==> src/hw/rtl/gsne_pkg.sv <==
// Shared types and constants for the Gaussian smoothing and noise estimate block.
// Used by gsne_ctrl, gsne_dp and the top level; depends on nothing.
package gsne_pkg;

    localparam int SAMPLE_W    = 16;
    localparam int WEIGHT_W    = 16;
    localparam int FRAC_BITS   = 8;
    localparam int OUT_W       = 24;
    localparam int SUM_W       = 64;
    localparam int CFG_IDX_W   = 2;
    localparam int DIV_STEPS   = 64;
    localparam int SQRT_STEPS  = 32;
    localparam int ITER_W      = 6;

    localparam logic [OUT_W-1:0] MAX_OUT = '1;

    localparam logic [CFG_IDX_W-1:0] REG_CENTER = 2'd0;
    localparam logic [CFG_IDX_W-1:0] REG_NEAR   = 2'd1;
    localparam logic [CFG_IDX_W-1:0] REG_FAR    = 2'd2;

    localparam logic [WEIGHT_W-1:0] RST_CENTER = 16'd26386;
    localparam logic [WEIGHT_W-1:0] RST_NEAR   = 16'd16004;
    localparam logic [WEIGHT_W-1:0] RST_FAR    = 16'd3571;

    typedef struct packed {
        logic take;
        logic mul;
        logic fir_sum;
        logic square;
        logic accum;
        logic emit_mid;
        logic emit_flush;
        logic emit_last;
        logic shift;
        logic clear;
        logic div_start;
        logic div_step;
        logic sqrt_step;
    } t_cmd;

    typedef struct packed {
        logic out_free;
        logic n_ge1;
        logic n_ge2;
        logic rec_end;
    } t_stat;

endpackage

==> src/hw/rtl/gsne_dp.sv <==
// Datapath: weight registers, sample window, FIR, residual accumulator,
// serial divider, serial square root and the output register. Uses gsne_pkg.
module gsne_dp import gsne_pkg::*; #(
    parameter int MAX_SAMPLES = 512
) (
    input  logic                 i_clk,
    input  logic                 i_rst_n,
    input  logic                 i_cfg_valid,
    input  logic [CFG_IDX_W-1:0] i_cfg_index,
    input  logic [WEIGHT_W-1:0]  i_cfg_data,
    input  logic [SAMPLE_W-1:0]  i_sample,
    input  logic                 i_last,
    input  t_cmd                 i_cmd,
    output t_stat                o_stat,
    input  logic                 i_out_ready,
    output logic                 o_out_valid,
    output logic [OUT_W-1:0]     o_smoothed,
    output logic                 o_record_end,
    output logic [OUT_W-1:0]     o_noise
);

    localparam int CW = $clog2(MAX_SAMPLES);
    localparam int TW = $clog2(MAX_SAMPLES + 1);

    logic [WEIGHT_W-1:0] r_center, r_near, r_far;
    logic [SAMPLE_W-1:0] r_win [4];
    logic [CW-1:0]       r_cnt;
    logic [SAMPLE_W-1:0] r_cur;
    logic                r_end;
    logic [32:0]         r_p_far, r_p_near;
    logic [31:0]         r_p_ctr;
    logic [OUT_W-1:0]    r_sm;
    logic [47:0]         r_sq;
    logic [SUM_W-1:0]    r_ssum;
    logic [SUM_W-1:0]    r_q;
    logic [TW-1:0]       r_rem;
    logic [33:0]         r_srem;
    logic [31:0]         r_root;
    logic                r_o_valid;
    logic [OUT_W-1:0]    r_o_sm, r_o_noise;
    logic                r_o_end;

    logic                n_ge4;
    logic [16:0]         n_pair_far, n_pair_near;
    logic [34:0]         n_acc;
    logic [26:0]         n_fir;
    logic [OUT_W-1:0]    n_fir_sat;
    logic [OUT_W-1:0]    n_raw8, n_diff;
    logic [TW-1:0]       n_total;
    logic [TW:0]         n_drem;
    logic [35:0]         n_srem, n_trial;
    logic [OUT_W-1:0]    n_noise;

    assign n_ge4       = r_cnt >= CW'(4);
    assign n_pair_far  = 17'(r_win[3]) + 17'(r_cur);
    assign n_pair_near = 17'(r_win[2]) + 17'(r_win[0]);
    assign n_acc       = 35'(r_p_far) + 35'(r_p_near) + 35'(r_p_ctr);
    assign n_fir       = n_acc[34:FRAC_BITS];
    assign n_fir_sat   = (|n_fir[26:OUT_W]) ? MAX_OUT : n_fir[OUT_W-1:0];
    assign n_raw8      = {r_win[1], 8'h00};
    assign n_diff      = (n_raw8 > r_sm) ? (n_raw8 - r_sm) : (r_sm - n_raw8);
    assign n_total     = TW'(r_cnt) + TW'(1);
    assign n_drem      = {r_rem, r_q[SUM_W-1]};
    assign n_srem      = {r_srem, r_q[SUM_W-1:SUM_W-2]};
    assign n_trial     = {2'b00, r_root, 2'b01};
    assign n_noise     = (|r_root[31:OUT_W]) ? MAX_OUT : r_root[OUT_W-1:0];

    assign o_stat.out_free = !r_o_valid || i_out_ready;
    assign o_stat.n_ge1    = r_cnt != '0;
    assign o_stat.n_ge2    = r_cnt >= CW'(2);
    assign o_stat.rec_end  = r_end;

    always_ff @(posedge i_clk) begin
        if (!i_rst_n) begin
            r_center <= RST_CENTER;
            r_near   <= RST_NEAR;
            r_far    <= RST_FAR;
        end else if (i_cfg_valid) begin
            case (i_cfg_index)
                REG_CENTER: r_center <= i_cfg_data;
                REG_NEAR:   r_near   <= i_cfg_data;
                REG_FAR:    r_far    <= i_cfg_data;
                default: ;
            endcase
        end
    end

    always_ff @(posedge i_clk) begin
        if (!i_rst_n) begin
            r_win  <= '{default: '0};
            r_cnt  <= '0;
            r_ssum <= '0;
        end else if (i_cmd.clear) begin
            r_win  <= '{default: '0};
            r_cnt  <= '0;
            r_ssum <= '0;
        end else begin
            if (i_cmd.shift) begin
                r_win[3] <= r_win[2];
                r_win[2] <= r_win[1];
                r_win[1] <= r_win[0];
                r_win[0] <= r_cur;
                r_cnt    <= r_cnt + CW'(1);
            end
            if (i_cmd.accum) begin
                r_ssum <= r_ssum + SUM_W'(r_sq);
            end
        end
    end

    always_ff @(posedge i_clk) begin
        if (i_cmd.take) begin
            r_cur <= i_sample;
            r_end <= i_last || (r_cnt == CW'(MAX_SAMPLES - 1));
        end
        if (i_cmd.mul) begin
            r_p_far  <= 33'(r_far) * 33'(n_pair_far);
            r_p_near <= 33'(r_near) * 33'(n_pair_near);
            r_p_ctr  <= 32'(r_center) * 32'(r_win[1]);
        end
        if (i_cmd.fir_sum) begin
            r_sm <= n_ge4 ? n_fir_sat : n_raw8;
        end
        if (i_cmd.square) begin
            r_sq <= n_ge4 ? 48'(n_diff) * 48'(n_diff) : '0;
        end
        if (i_cmd.div_start) begin
            r_q    <= r_ssum;
            r_rem  <= '0;
            r_srem <= '0;
            r_root <= '0;
        end else if (i_cmd.div_step) begin
            if (n_drem >= (TW+1)'(n_total)) begin
                r_rem <= TW'(n_drem - (TW+1)'(n_total));
                r_q   <= {r_q[SUM_W-2:0], 1'b1};
            end else begin
                r_rem <= n_drem[TW-1:0];
                r_q   <= {r_q[SUM_W-2:0], 1'b0};
            end
        end else if (i_cmd.sqrt_step) begin
            r_q <= {r_q[SUM_W-3:0], 2'b00};
            if (n_srem >= n_trial) begin
                r_srem <= 34'(n_srem - n_trial);
                r_root <= {r_root[30:0], 1'b1};
            end else begin
                r_srem <= n_srem[33:0];
                r_root <= {r_root[30:0], 1'b0};
            end
        end
    end

    always_ff @(posedge i_clk) begin
        if (!i_rst_n) begin
            r_o_valid <= 1'b0;
        end else if (i_cmd.emit_mid || i_cmd.emit_flush || i_cmd.emit_last) begin
            r_o_valid <= 1'b1;
        end else if (i_out_ready) begin
            r_o_valid <= 1'b0;
        end
    end

    always_ff @(posedge i_clk) begin
        if (i_cmd.emit_mid) begin
            r_o_sm    <= r_sm;
            r_o_end   <= 1'b0;
            r_o_noise <= '0;
        end else if (i_cmd.emit_flush) begin
            r_o_sm    <= {r_win[0], 8'h00};
            r_o_end   <= 1'b0;
            r_o_noise <= '0;
        end else if (i_cmd.emit_last) begin
            r_o_sm    <= {r_cur, 8'h00};
            r_o_end   <= 1'b1;
            r_o_noise <= n_noise;
        end
    end

    assign o_out_valid  = r_o_valid;
    assign o_smoothed   = r_o_sm;
    assign o_record_end = r_o_end;
    assign o_noise      = r_o_noise;

`ifndef SYNTHESIS
    a_noise_only_at_end: assert property (@(posedge i_clk) disable iff (!i_rst_n)
        (r_o_valid && !r_o_end) |-> (r_o_noise == '0))
        else $error("noise nonzero on a result that does not end a record");
    a_clear_empties: assert property (@(posedge i_clk) disable iff (!i_rst_n)
        i_cmd.clear |=> (r_cnt == '0 && r_ssum == '0))
        else $error("record state not cleared");
    a_hold_unaccepted: assert property (@(posedge i_clk) disable iff (!i_rst_n)
        (r_o_valid && !i_out_ready) |-> o_stat.out_free == 1'b0)
        else $error("output register reported free while a beat waits");
`endif

endmodule

==> src/hw/rtl/gsne_ctrl.sv <==
// Controller: one-hot sequencer that steps the datapath through filter,
// residual, emit, divide and root phases. Uses gsne_pkg.
module gsne_ctrl import gsne_pkg::*; (
    input  logic  i_clk,
    input  logic  i_rst_n,
    input  logic  i_in_valid,
    output logic  o_in_ready,
    output t_cmd  o_cmd,
    input  t_stat i_stat
);

    typedef enum logic [9:0] {
        S_IDLE  = 10'b0000000001,
        S_MUL   = 10'b0000000010,
        S_SUM   = 10'b0000000100,
        S_SQR   = 10'b0000001000,
        S_ACC   = 10'b0000010000,
        S_EMITA = 10'b0000100000,
        S_EMITB = 10'b0001000000,
        S_DIV   = 10'b0010000000,
        S_SQRT  = 10'b0100000000,
        S_EMITC = 10'b1000000000
    } t_state;

    t_state            r_state, n_state;
    logic [ITER_W-1:0] r_iter, n_iter;

    always_comb begin
        n_state = r_state;
        n_iter  = r_iter;
        o_cmd   = '0;
        case (r_state)
            S_IDLE: begin
                if (i_in_valid) begin
                    o_cmd.take = 1'b1;
                    n_state    = S_MUL;
                end
            end
            S_MUL: begin
                o_cmd.mul = 1'b1;
                n_state   = S_SUM;
            end
            S_SUM: begin
                o_cmd.fir_sum = 1'b1;
                n_state       = S_SQR;
            end
            S_SQR: begin
                o_cmd.square = 1'b1;
                n_state      = S_ACC;
            end
            S_ACC: begin
                o_cmd.accum = 1'b1;
                n_state     = S_EMITA;
            end
            S_EMITA: begin
                if (!i_stat.n_ge2 || i_stat.out_free) begin
                    o_cmd.emit_mid = i_stat.n_ge2;
                    if (i_stat.rec_end) begin
                        n_state = S_EMITB;
                    end else begin
                        o_cmd.shift = 1'b1;
                        n_state     = S_IDLE;
                    end
                end
            end
            S_EMITB: begin
                if (!i_stat.n_ge1 || i_stat.out_free) begin
                    o_cmd.emit_flush = i_stat.n_ge1;
                    o_cmd.div_start  = 1'b1;
                    n_iter           = ITER_W'(DIV_STEPS - 1);
                    n_state          = S_DIV;
                end
            end
            S_DIV: begin
                o_cmd.div_step = 1'b1;
                n_iter         = r_iter - ITER_W'(1);
                if (r_iter == '0) begin
                    n_iter  = ITER_W'(SQRT_STEPS - 1);
                    n_state = S_SQRT;
                end
            end
            S_SQRT: begin
                o_cmd.sqrt_step = 1'b1;
                n_iter          = r_iter - ITER_W'(1);
                if (r_iter == '0) begin
                    n_state = S_EMITC;
                end
            end
            S_EMITC: begin
                if (i_stat.out_free) begin
                    o_cmd.emit_last = 1'b1;
                    o_cmd.clear     = 1'b1;
                    n_state         = S_IDLE;
                end
            end
            default: begin
                n_state = S_IDLE;
            end
        endcase
    end

    always_ff @(posedge i_clk) begin
        if (!i_rst_n) begin
            r_state <= S_IDLE;
            r_iter  <= '0;
        end else begin
            r_state <= n_state;
            r_iter  <= n_iter;
        end
    end

    assign o_in_ready = (r_state == S_IDLE);

`ifndef SYNTHESIS
    a_one_emit: assert property (@(posedge i_clk) disable iff (!i_rst_n)
        $onehot0({o_cmd.emit_mid, o_cmd.emit_flush, o_cmd.emit_last}))
        else $error("more than one beat loaded in a cycle");
    a_emit_free: assert property (@(posedge i_clk) disable iff (!i_rst_n)
        (o_cmd.emit_mid || o_cmd.emit_flush || o_cmd.emit_last) |-> i_stat.out_free)
        else $error("beat loaded over a waiting result");
    a_clear_with_last: assert property (@(posedge i_clk) disable iff (!i_rst_n)
        o_cmd.clear |-> (o_cmd.emit_last && !o_cmd.shift))
        else $error("record cleared without its final beat");
`endif

endmodule

==> src/hw/rtl/gaussian_smooth_noise_estimate.sv <==
// Top level of the five-tap Gaussian smoother with RMS residual noise figure.
// Instantiates gsne_ctrl and gsne_dp; uses gsne_pkg.
//
//  channel  direction  handshake                 payload
//  input    in         i_in_valid / o_in_ready   i_sample, i_last
//  output   out        o_out_valid / i_out_ready o_smoothed, o_record_end, o_noise
//  config   in         i_cfg_valid / o_cfg_ready i_cfg_index, i_cfg_data
//
// A sample that does not end its record steps through accept, multiply, sum,
// square, accumulate and emit. The last sample adds one flush beat, a restoring
// division, a square root and the final beat.
// Reset is synchronous and restores the default weights and an empty record.
// A beat waiting in the output register holds the emit states until taken.
module gaussian_smooth_noise_estimate import gsne_pkg::*; #(
    parameter int MAX_SAMPLES = 512
) (
    input  logic                 i_clk,
    input  logic                 i_rst_n,
    input  logic                 i_in_valid,
    output logic                 o_in_ready,
    input  logic [SAMPLE_W-1:0]  i_sample,
    input  logic                 i_last,
    output logic                 o_out_valid,
    input  logic                 i_out_ready,
    output logic [OUT_W-1:0]     o_smoothed,
    output logic                 o_record_end,
    output logic [OUT_W-1:0]     o_noise,
    input  logic                 i_cfg_valid,
    output logic                 o_cfg_ready,
    input  logic [CFG_IDX_W-1:0] i_cfg_index,
    input  logic [WEIGHT_W-1:0]  i_cfg_data
);

    t_cmd  w_cmd;
    t_stat w_stat;

    assign o_cfg_ready = 1'b1;

    gsne_ctrl u_ctrl (
        .i_clk      (i_clk),
        .i_rst_n    (i_rst_n),
        .i_in_valid (i_in_valid),
        .o_in_ready (o_in_ready),
        .o_cmd      (w_cmd),
        .i_stat     (w_stat)
    );

    gsne_dp #(
        .MAX_SAMPLES (MAX_SAMPLES)
    ) u_dp (
        .i_clk        (i_clk),
        .i_rst_n      (i_rst_n),
        .i_cfg_valid  (i_cfg_valid),
        .i_cfg_index  (i_cfg_index),
        .i_cfg_data   (i_cfg_data),
        .i_sample     (i_sample),
        .i_last       (i_last),
        .i_cmd        (w_cmd),
        .o_stat       (w_stat),
        .i_out_ready  (i_out_ready),
        .o_out_valid  (o_out_valid),
        .o_smoothed   (o_smoothed),
        .o_record_end (o_record_end),
        .o_noise      (o_noise)
    );

endmodule
==> config.mk <==
export PLATFORM = sky130hd
export DESIGN_NAME = gaussian_smooth_noise_estimate
export DESIGN_NICKNAME = d
export VERILOG_FILES = /design/src/hw/rtl/gsne_pkg.sv /design/src/hw/rtl/gsne_dp.sv /design/src/hw/rtl/gsne_ctrl.sv /design/src/hw/rtl/gaussian_smooth_noise_estimate.sv
export SDC_FILE = /design/constraint.sdc
export NUM_CORES = 2
export LEC_CHECK = 0
export BUFFER_PORTS_ARGS = -buffer_cell sky130_fd_sc_hd__buf_2
export CAP_MARGIN = 5
export CORE_ASPECT_RATIO = 0.7
export CORE_MARGIN = 4
export CORE_UTILIZATION = 45
export DETAILED_ROUTE_END_ITERATION = 16
export GPL_TIMING_DRIVEN = 0
export SYNTH_ARGS = -nofsm -noshare
export SYNTH_HDL_FRONTEND = slang
export SYNTH_SLANG_ARGS = --single-unit
==> constraint.sdc <==
create_clock -name i_clk -period 12.2 [get_ports i_clk]
set_input_delay 0.61 -clock i_clk [delete_from_list [all_inputs] [get_ports i_clk]]
set_output_delay 0.61 -clock i_clk [all_outputs]
set_load 0.02 [all_outputs]
-- Word level (Yosys, flattened, before mapping)
Index checks and enable logic that the tools add are counted.
- reductions and logical operators: 26
- mux-type cells: 46
- magnitude comparators: 5
- eq/ne operators: 19
- bitwise operators: 2
- $add $sub $neg: 12
- multipliers: 4
- operator list (operator ; number):
    2-to-1 mux 64 bit ; 3
    2-to-1 mux 24 bit ; 7
    one-hot mux 10 bit (10 select lines) ; 1
    2-to-1 mux 10 bit ; 7
    multiplier 16 x 17 -> 33 bit ; 2
    adder 64 x 48 -> 64 bit ; 1
    multiplier 24 x 24 -> 48 bit ; 1
    subtractor 24 bit ; 2
    greater-or-equal comparator 36 x 34 -> 1 bit ; 1
    adder 35 x 32 -> 35 bit ; 1
    adder 16 x 16 -> 17 bit ; 2
    adder 33 x 33 -> 34 bit ; 1
    2-to-1 mux 34 bit ; 1
    subtractor 34 bit ; 1
    multiplier 16 x 16 -> 32 bit ; 1
    greater-than comparator 24 bit ; 1
    2-to-1 mux 1 bit ; 23
    one-hot mux 6 bit (3 select lines) ; 1
    2-to-1 mux 6 bit ; 2
    greater-or-equal comparator 11 x 10 -> 1 bit ; 1
    adder 9 x 1 -> 10 bit, second input constant ; 1
    equality test 10 x 1 -> 1 bit, second input constant ; 1
    equality test 10 bit, second input constant ; 1
    equality test 10 x 2 -> 1 bit, second input constant ; 1
    other kinds (31) ; 50
- output and inout bits: 52
- register bits after elaboration: 578
- word-level logic and storage cells: 141
- input bits: 40

-- Depth between registers and ports, before layout
- depth in word-level cells: 8
- depth in mapped cells: 42
- gate-level depth less buffers: 38

-- By module
Synthesis repeated with hierarchy kept, for this count alone.
- cell total of the unflattened synthesis: 7974
- area, all modules: 72997.5 µm²
- by module, submodules not included (module ; seq. area each (µm²) ; cells each ; area an instance (µm²) ; times used):
    gsne_dp ; 13973.4 ; 7848 ; 71971.5 ; 1
    gsne_ctrl ; 320.3 ; 124 ; 1014.7 ; 1
    gaussian_smooth_noise_estimate ; 0.0 ; 2 ; 11.3 ; 1

-- Worst setup path after synthesis
No wires, ideal clock.
- path type: reg-to-reg
- start: register u_ctrl.r_state[7]
- end: register u_ctrl.r_state[2]
- path slack: 0.089 ns
- buffers on the path: 1
- arrival time: 11.992 ns
- data required time: 12.081 ns
- stages on the path, launching flop included: 6
- path through: dfxtp_1 clkbuf_1 nor4_1 nand2_1 nor4b_1 and3_1
- cells in the longest elaborated chain, start to end: 3
- elaborated cells between the ends (all ways): 18
- classes of those cells: 16 x eq/ne; 1 x mux; 1 x reduce/logical
- RTL lines (what ; RTL line ; text):
    start, declared ; gsne_ctrl.sv:25 ; t_state r_state, n_state;
    start signal, assigned ; gsne_ctrl.sv:107 ; r_state <= n_state;
    equality test 10 bit (tied with other cells) ; gsne_ctrl.sv:32 ; case (r_state)
    inequality test 2 x 1 -> 1 bit (no source line) or inequality test 2 bit (tied branches) ; n/a ;
    AND reduction 6 bit (no source line) ; n/a ;
Parallel ways exist; a longest one is shown, timed or not.
A chain may end at the register's enable or synchronous reset.

-- Final worst setup path
- start: register u_dp.r_win, in the netlist u_dp.n_raw8[19]
- end: register u_dp.r_sq[47], data pin
- cells in the longest elaborated chain, start to end: 3
- elaborated cells between the ends (all ways): 5
- classes of those cells: 2 x add/sub; 1 x mul; 1 x order compare; 1 x mux
- RTL lines (what ; RTL line ; text):
    start, declared ; gsne_dp.sv:26 ; logic [SAMPLE_W-1:0] r_win [4];
    subtractor 24 bit or greater-than comparator 24 bit (tied branches) ; gsne_dp.sv:61 ; assign n_diff = (n_raw8 > r_sm) ? (n_raw8 - r_sm) : (r_sm - n_raw8);
    2-to-1 mux 24 bit * ; gsne_dp.sv:61 ;
    multiplier 24 x 24 -> 48 bit * ; gsne_dp.sv:125 ; r_sq <= n_ge4 ? 48'(n_diff) * 48'(n_diff) : '0;
    end signal, assigned ; gsne_dp.sv:125 ;
    end, declared ; gsne_dp.sv:33 ; logic [47:0] r_sq;
Every way passes the cells marked *; elsewhere a longest branch is shown, timed or not.

==> summary.md <==
| Metric | Value |
|---|---|
| Synth warn | 0 |
| Top cell by count, worst path | inv_1 |
| Reg-to-reg critical path endpoint | u_dp.r_sq[47] |
| Final net count | 10,300 |
| Most common cell in the synthesized netlist | inv_1 |
| DR vias/cell | 5.45 |
| Gr usage total | 26.6% |
| CTS Sinks | 577 |
| Vias in the first global route | 57,600 |
| Post-CTS Setup Inserts | 0 |
| Max-slew violations | 0 |
| CP arrival | 12,300 ps |
| Tot Pwr | 11,000 µW |
| R2r setup slk | 340 ps |
| Share of layout cells above drive strength 1 | 4.43% |
| Design Area, Final | 79,300 µm² |
| Largest net degree at the start of global routing | 36 |
| Port bufs | 90 |
| Max IR drop VDD | 0.427 mV |
| Max frequency | 0.0843 GHz |
| GPL Wtd Cong | 0.990 |
| Final wirelength | 227 mm |
| Synth area leaders | fa_1 (28%), ha_1 (12%), edfxtp_1 (11%) |
| Number of max-cap violations | 0 |
| CP Max Fanout | 10 |
| Sequential area share after synthesis | 19.4% |
| Worst-margin pin slew | 1440 ps |
| Synth top area share | 28.2% |
| Setup crit start | u_dp.n_raw8[19] |
| #FFs+latches synth | 577 |
| DRC errors left | 0 |
| Setup Skew | 30.7 ps |
| Hold crit path type | primary input to flip-flop |
| Cts bufs inserted | 66 |
| Ys flop type | dfxtp_1 |
| Leakage | 0.0379 µW |
| Post-synthesis async set-or-reset flop share | 0% |
| Post-route antenna net violation count | 0 |
| Clk root buf | clkbuf_16 |
| Critical path depth in cells | 38 |
| Post-synth cell types | 109 |
| Die area | 170,000 µm² |
| CP delay by family, top | adder cells |
| Cell area after placement | 77,000 µm² |
| Final setup fails | 0 |
| H-tree levels | 3 |
| Placed insts | 10,500 |
| Fin crit share | 97.2% |
| CTS clk-pin slew, worst paths | 70 ps |
| CP endpoint | u_dp.r_sq[47] |
| Synth Cell Area | 73,600 µm² |
| Die Y | 346 µm |
| Grt ovf | 0 |
| Cell Count, Final, Fillers Out | 10,700 |
| Worst setup EP type | flip-flop |
| Hold Buf Count CTS | 0 |
| Synth-to-layout area growth | 7.76% |
| EDFF count, synth | 274 |
| IO Count | 92 |
| FP Rows | 123 |
| Setup Slack @ Placement | -253 ps |
| Worst r2r src | u_dp.n_raw8[19] |
| Post-synth top cells | inv_1 (1,450), nand2_1 (1,311), fa_1 (1,037), ha_1 (708), a21oi_1 (515) |
| Syn nets | 10,100 |
| Antenna violations before repair | 20 |
| Drt first pass iters | 6 |
| Relative slew slack | 3.78% |
| First-pass GRT wire length | 350 mm |
| Drt initial violations | 5,232 |
| Vias | 58,100 |
| Clk Latency, worst-skew pair | 660 ps |
| Post-DP HPWL | 190 mm |
| Clk buf depth | 3 |
| Initial Utilization | 45.5% |
| Synth area leader | fa_1 |
| Worst setup path category | flip-flop to flip-flop |
| Post-CTS Resized | 4 |
| Mean area per synthesized cell | 8.87 µm² |
| Core area | 162,000 µm² |
| CP max stage delay | 620 ps |
| CTS tree | yes |
| Crit path buffers/inverters | 13 |
| Post-Synthesis Cells | 8,302 |
| Reg2Reg Depth | 38 |
| WP data required | 12,640 ps |
| Hold Vio Cnt, Final | 0 |
| Crit-path slowest cell | xnor2_1 |
| Width of the die | 491 µm |
| PwrDens | 139 nW/µm² |
| Setup crit start kind | flip-flop |
| Routed wire per std cell | 21.2 µm |
| Final Critical Period | 11,860 ps |
| Status | completed |
| Final setup margin | 344 ps |
| Fill cells | 15,500 |
-- per-stage QoR --
step	setup TNS [ps]	util, %	hold WS (ps)
final	0	49.1	126
after global routing	-15.9	49.1	93.9
after CTS	0	49.0	85.3
after detailed placement	-253	47.7	456
after global placement	-519310	47.5	451
after floorplan	0	-	440
-- cell families (layout without fill, tap and decap cells) --
logic type / Yosys count / after routing / share of synthesized area, %
flops: 577 / 577 / 19.4
buf+inv: 1799 / 2034 / 9.31
simple gates: 2446 / 2446 / 14.9
compound gates: 1317 / 1317 / 10.9
xor+xnor: 319 / 319 / 3.88
mux: 98 / 98 / 1.33
fa+ha+maj: 1745 / 1745 / 40.2
other cells: 1 / 8 / 0.00509
-- cell type report --
cell class,instances,area (µm²),area share [%]
Antenna cell,7,17.5,0.0221
Multi-Input combinational cell,5926,52600,66.3
Clock buffer,85,1840,2.31
Tap cell,2125,2660,3.35
Sequential cell,577,14300,18.0
Clock inverter,33,332,0.418
Buffer,341,1410,1.77
Timing Repair Buffer,118,713,0.899
Inverter,1457,5470,6.90
-- placed cells by master (no fill, tap or decap), types with 68 or more instances in the layout --
cell          n
dfxtp_1     303
nand2_1    1311
a21oi_1     514
ha_1        708
edfxtp_1    274
xor2_1      101
clkbuf_16    68
nor2_1      406
and2_1      307
buf_2       124
clkbuf_1    272
inv_1      1449
a21o_1      141
nand3_1      98
o21ai_0     280
mux2i_1      96
xnor2_1     201
fa_1       1037
-- sequential cells by signal (all words and copies together), names as in the netlist, 24 cells and up --
name,flops
u_dp.o_smoothed,24
u_dp.r_sq,47
u_dp.r_win,48
u_dp.r_sm,24
u_dp.r_p_far,33
u_dp.r_p_near,33
u_dp.r_q,64
u_dp.r_p_ctr,32
u_dp.o_noise,24
u_dp.r_srem,34
u_dp.r_root,32
u_dp.r_ssum,64
-- power breakdown --
| part | internal (µW) | switching, µW |
|---|---|---|
| sequential | 2350 | 54.4 |
| clock | 1130 | 893 |
| combinational | 2700 | 3910 |
-- per-layer routing --
layer	vias up	part of all wire [%]	global-route usage (%)
met5	-	0	0
met4	0	2.2	5.51
met3	245	10	7.00
met2	2197	40	37.0
met1	28800	48	41.2
li1	26900	-	-
-- worst min-delay path by stage --
stage,cells past startpoint,start,to,slack [ps]
finish,1,i_sample[14],u_dp.r_cur[14],130
global route,1,i_sample[8],u_dp.r_cur[8],90
CTS,1,i_sample[14],u_dp.r_cur[14],90
detailed placement,2,u_dp.r_win[9],u_dp.r_win[9],460
global placement,2,u_dp.o_record_end,u_dp.o_record_end,450
floorplan,2,u_dp.r_win[0],u_dp.r_win[0],440
(Power assumes the default switching activity.)
